## src/hw/rtl/waypoint_graph_astar_defines.svh

```systemverilog
// Assertion macros for the waypoint graph block.
`ifndef WAYPOINT_GRAPH_ASTAR_DEFINES_SVH
`define WAYPOINT_GRAPH_ASTAR_DEFINES_SVH
`ifndef ASSERT_OFF
`define WGA_ASSERT_IMP(lbl, pre, post) \
    lbl: assert property (@(posedge i_clk) disable iff (!i_rst_n) (pre) |-> (post)) \
        else $error("wga assertion failed");
`define WGA_ASSERT_NXT(lbl, pre, post) \
    lbl: assert property (@(posedge i_clk) disable iff (!i_rst_n) (pre) |=> (post)) \
        else $error("wga assertion failed");
`else
`define WGA_ASSERT_IMP(lbl, pre, post)
`define WGA_ASSERT_NXT(lbl, pre, post)
`endif
`endif

```

## src/hw/rtl/wga_ram.sv

```systemverilog
`timescale 1ns / 1ps
module wga_ram #(
    parameter int WIDTH = 8,
    parameter int DEPTH = 32,
    localparam int AW = $clog2(DEPTH)
) (
    input  logic             i_clk,
    input  logic             i_we,
    input  logic [AW-1:0]    i_waddr,
    input  logic [WIDTH-1:0] i_wdata,
    input  logic [AW-1:0]    i_raddr,
    output logic [WIDTH-1:0] o_rdata
);
    logic [WIDTH-1:0] r_mem [DEPTH];
    logic [WIDTH-1:0] r_q;

    always_ff @(posedge i_clk) begin
        if (i_we) begin
            r_mem[i_waddr] <= i_wdata;
        end
        r_q <= r_mem[i_raddr];
    end

    assign o_rdata = r_q;
endmodule
```

## config.mk

```make
export PLATFORM = sky130hd
export DESIGN_NAME = wga_ram
export DESIGN_NICKNAME = d
export VERILOG_FILES = /design/src/hw/rtl/waypoint_graph_astar_defines.svh /design/src/hw/rtl/wga_ram.sv
export SDC_FILE = /design/constraint.sdc
export NUM_CORES = 1
export LEC_CHECK = 0
export ABC_AREA = 1
export BUFFER_PORTS_ARGS = -buffer_cell sky130_fd_sc_hd__buf_2
export CORE_MARGIN = 1.5
export CORE_UTILIZATION = 40
export CTS_CLUSTER_SIZE = 28
export DETAILED_ROUTE_END_ITERATION = 8
export PLACE_DENSITY_LB_ADDON = 0.25
export SLEW_MARGIN = 5
export SYNTH_ARGS = -nofsm -noshare
export SYNTH_HDL_FRONTEND = slang
export SYNTH_SLANG_ARGS = --single-unit
```

## constraint.sdc

```tcl
create_clock -name i_clk -period 1.3 [get_ports i_clk]
set_input_delay 0.065 -clock i_clk [delete_from_list [all_inputs] [get_ports i_clk]]
set_output_delay 0.065 -clock i_clk [all_outputs]
set_load 0.01 [all_outputs]
```

### Word-level counts from Yosys, hierarchy flattened

Memory sizes are Yosys's and may differ from the RTL's. A register that Yosys moved wholly into a read port is not among the register bits.
Index checks and enable logic that the tools add are counted.
Widths: inputs -> output; s select.

| word-level totals | value |
|---|---|
| flip-flop bits (word level) | 0 |
| bits in writable memories | 256 |
| bits of input ports | 20 |
| output and inout bits | 8 |
| word-level logic and storage cells | 3 |
| memories | 1 |

| operators by class | value |
|---|---|
| muxes and demuxes | 2 |

Memory list:

| memory | words | bits a word | read ports | clocked after memory_dff | write ports | RTL line | RTL |
|---|---|---|---|---|---|---|---|
| r_mem | 32 | 8 | 1 | 1 | 1 | wga_ram.sv:14 | `logic [WIDTH-1:0] r_mem [DEPTH];` |

Operator list:

| operator | number |
|---|---|
| $mux 1 | 2 |

### Logic depth before layout (Yosys ltp)

| logic depth | value |
|---|---|
| depth after elaboration | 2 |
| gate-level depth with buffers | 11 |
| mapped depth without buffers | 9 |

### Least setup slack after synthesis

Ideal clock, no wire load.

| timing | value |
|---|---|
| path type | in2reg |
| from | input port i_waddr[0] |
| to | memory r_mem[0][0], enable pin |
| setup time | 0.370 ns |
| arrival | 0.729 ns |
| required time | 0.930 ns |
| slack | 0.201 ns |
| stages on the path | 3 |
| buffers on the path | 0 |
| cells stage by stage | inv_1 > nand3_1 > nor2_1 |

RTL lines:

| element | RTL line | RTL |
|---|---|---|
| start, declared | wga_ram.sv:9 | `input logic [AW-1:0] i_waddr,` |
| end, declared | wga_ram.sv:14 |  |

No word-level cell before the write port.

### Final worst setup path

| timing | value |
|---|---|
| from | register r_q[4], in the netlist o_rdata[4] (read register of r_mem) |
| to | output port o_rdata[4] |

RTL lines:

| element | RTL line | RTL |
|---|---|---|
| start, declared | wga_ram.sv:15 | `logic [WIDTH-1:0] r_q;` |
| end, declared | wga_ram.sv:12 | `output logic [WIDTH-1:0] o_rdata` |

No word-level cell between the ends.

==> out/qor.csv <==
stage;metric;value;unit
outcome;run status;completed;
clock_network;H-tree depth;1;
clock_network;Inserted Clock Buffers;28;
placed_design;GPL Wtd Cong;0.795;
final_layout;antenna cells;0;
worst_setup_path;reg2reg end;o_rdata[1]$_DFF_P_;
timing;slew margin rel.;55.6;%
detailed_routing;DR vias/cell;5.14;
synth;Async SR Flop Fraction;0;%
placed_design;post-place setup slack;-0.0187;ns
timing;RSZ-0062 raised after global routing;no;
timing;Final min period;1.19;ns
timing;Final Skew;0.0165;ns
timing;setup ws final;0.108;ns
synth;FF+latch count, synth;264;
worst_setup_path;crit start category;flip-flop;
die;top-level I/O count;28;
synth;Yosys top cell area share;71.3;%
detailed_routing;DR iter-0 viols;558;
worst_setup_path;Worst path max stage delay;0.42;ns
final_layout;Register Area;0.00785;mm^2
clock_network;clk root buf;clkbuf_16;
clock_network;# resized after CTS;0;
min_path;Hold EP;o_rdata[6]$_DFF_P_;
clock_network;post-CTS setup buffer count;0;
timing;Worst Tran Pin Value;0.666;ns
timing;Fin. Hold Viols;0;
min_path;HP Class;primary input to flip-flop;
synth;syn avg cell area;11.7;um^2
synth;Netlist cell types;12;
timing;Max Fclk;0.839;GHz
placed_design;DP HPWL;15900;um
worst_setup_path;CP Launch Point;o_rdata[4]$_DFF_P_;
synth;Syn Inst Count;922;
synth;sequential area share after synthesis;72.8;%
placed_design;I/O Buffers;27;
placed_design;Placed Cells;1313;
final_layout;multi-input logic area;0.00249;mm^2
die;Die ar.;0.0280;mm^2
detailed_routing;WL met3;1790;um
clock_network;Clock Tree Buf Depth;3;
synth;Mapped Nets;942;
final_layout;Filler cells;2379;
synth;top cells by count, synth;360 x nand2_1, 256 x edfxtp_1, 204 x nand3_1;
power_and_ir_drop;leakage power;0.00483;uW
detailed_routing;final wirelength;25900;um
synth;number of enable flip-flop cells after synthesis;256;
synth;top-count cell post-synth;nand2_1;
worst_setup_path;RR Startpoint;r_mem[29][1]$_DFFE_PP_;
final_layout;layout cells sized above 1;14.6;%
timing;final worst path period share;91.7;%
power_and_ir_drop;Worst VDD drop;0.962;mV
final_layout;fin cells;1368;
final_layout;Layout area overhead;18.2;%
worst_setup_path;Critical Path Sink Type;output port;
worst_setup_path;CP Cell Sequence;buf_2;
worst_setup_path;Crit path required time;1.24;ns
worst_setup_path;Buf/Inv on CP;1;
die;row count;59;
worst_setup_path;slowest stage cell, crit path;dfxtp_1;
global_route;vias in the first global route;6851;
synth;Syn Std Cell Area;0.0108;mm^2
worst_setup_path;Crit Path Category;flip-flop to output port;
clock_network;Clock Latency Late Sink;0.54;ns
final_layout;nets@finish;1034;
die;initial core utilization;41.0;%
detailed_routing;1st-pass router iterations;6;
timing;Hold Slack;0.0825;ns
clock_network;Reg clk slew, reported paths;0.06;ns
global_route;pin count of the biggest net entering global routing;43;
power_and_ir_drop;power per standard cell area;1440;mW/mm^2
run;Max-Cap Viols;0;
synth;Synth Warn #;0;
global_route;total congestion overflow;0;
detailed_routing;met2 WL;11800;um
worst_setup_path;CP Max Fanout;1;
synth;Most used DFF post-synth;edfxtp_1;
clock_network;hold_buf cts;6;
detailed_routing;vias;7025;
min_path;critical hold path startpoint;i_raddr[3];
die;Die Span Y;167;um
synth;synth top area cells;edfxtp_1 71%, nand2_1 13%, nand3_1 9.5%, buf_6 2.5%, dfxtp_1 1.5%;
timing;final setup violation count;0;
detailed_routing;WL per Instance;19.0;um
detailed_routing;Post-route DRC;0;
global_route;initial antenna violation count;0;
die;core area;0.0263;mm^2
detailed_routing;top layer in use;met4;
die;Die Wd;167;um
synth;Synth area leader;edfxtp_1;
power_and_ir_drop;total power;18400;uW
worst_setup_path;R2R setup slack;0.15;ns
timing;Max Slew Vio Count;0;
detailed_routing;routed length on met1;12000;um
worst_setup_path;cell family with most CP delay;flip-flops;
clock_network;clock sink count;264;
worst_setup_path;Worst EP arrival;1.13;ns
global_route;Tot GR Track Use;18.9;%
global_route;first-pass GRT wire length;40000;um
detailed_routing;DRT antenna net count;0;
clock_network;CTS tree;yes;
worst_setup_path;R2R depth;8;
min_path;Min-Delay Path Depth;7;
[flip-flops by register name, summed over array words and instances (netlist names)]
signal   flops
r_mem      256
o_rdata      8
[cell families after synthesis]
kind of cell,Yosys count,synth area share (%)
simple gates,596,23.1
buf+inv,62,4.14
flops,264,72.8
[metrics by stage]
| step | utilization (%) | setup TNS [ns] | instance area, um^2 |
|---|---|---|---|
| after floorplan | - | 0 | 10800 |
| after global placement | 44.9 | -0.0128 | 11800 |
| after detailed placement | 44.9 | -0.0362 | 11800 |
| after CTS | 48.5 | 0 | 12700 |
| after global routing | 48.5 | 0 | 12700 |
| final | 48.5 | 0 | 12700 |
[report_power, final]
part | switching, uW | leakage [uW] | internal, uW
logic | 852 | 0.00204 | 458
registers | 50.5 | 0.00237 | 9460
clock network | 3160 | 0.000425 | 4430
[area by class of cell]
cell class                 count  share of cell area [%]
multi-input combinational    596                    19.6
timing repair buffer         114                    8.38
sequential                   264                    61.6
clock inverter                18                    1.13
clock buffer                  31                    5.75
tap                          335                    3.29
inverter                      10                   0.314
[metal layers]
layer / up-vias / GRT usage (%)
li1: 3382 / -
met1: 3383 / 27.4
met2: 230 / 30.4
met3: 30 / 2.62
met4: 0 / 4.54
met5: - / 0
[worst max path at each step]
stage               cells after the start                    end
floorplan                               3  r_mem[0][0]$_DFFE_PP_
global placement                       11     o_rdata[1]$_DFF_P_
detailed placement                     11     o_rdata[1]$_DFF_P_
CTS                                     1             o_rdata[0]
global route                            8     o_rdata[1]$_DFF_P_
finish                                  1             o_rdata[4]
[cells in the final DEF (no fill, tap or decap), drive strengths merged]
cell,synthesis,layout
clkbuf,7,31
nand2,360,360
dfxtp,8,8
clkinvlp,0,3
clkinv,0,13
inv,10,10
bufinv,0,2
edfxtp,256,256
dlygate4sd3,0,6
nor2,32,32
nand3,204,204
buf,45,108
No activity file was read; power rests on OpenSTA's default activity.
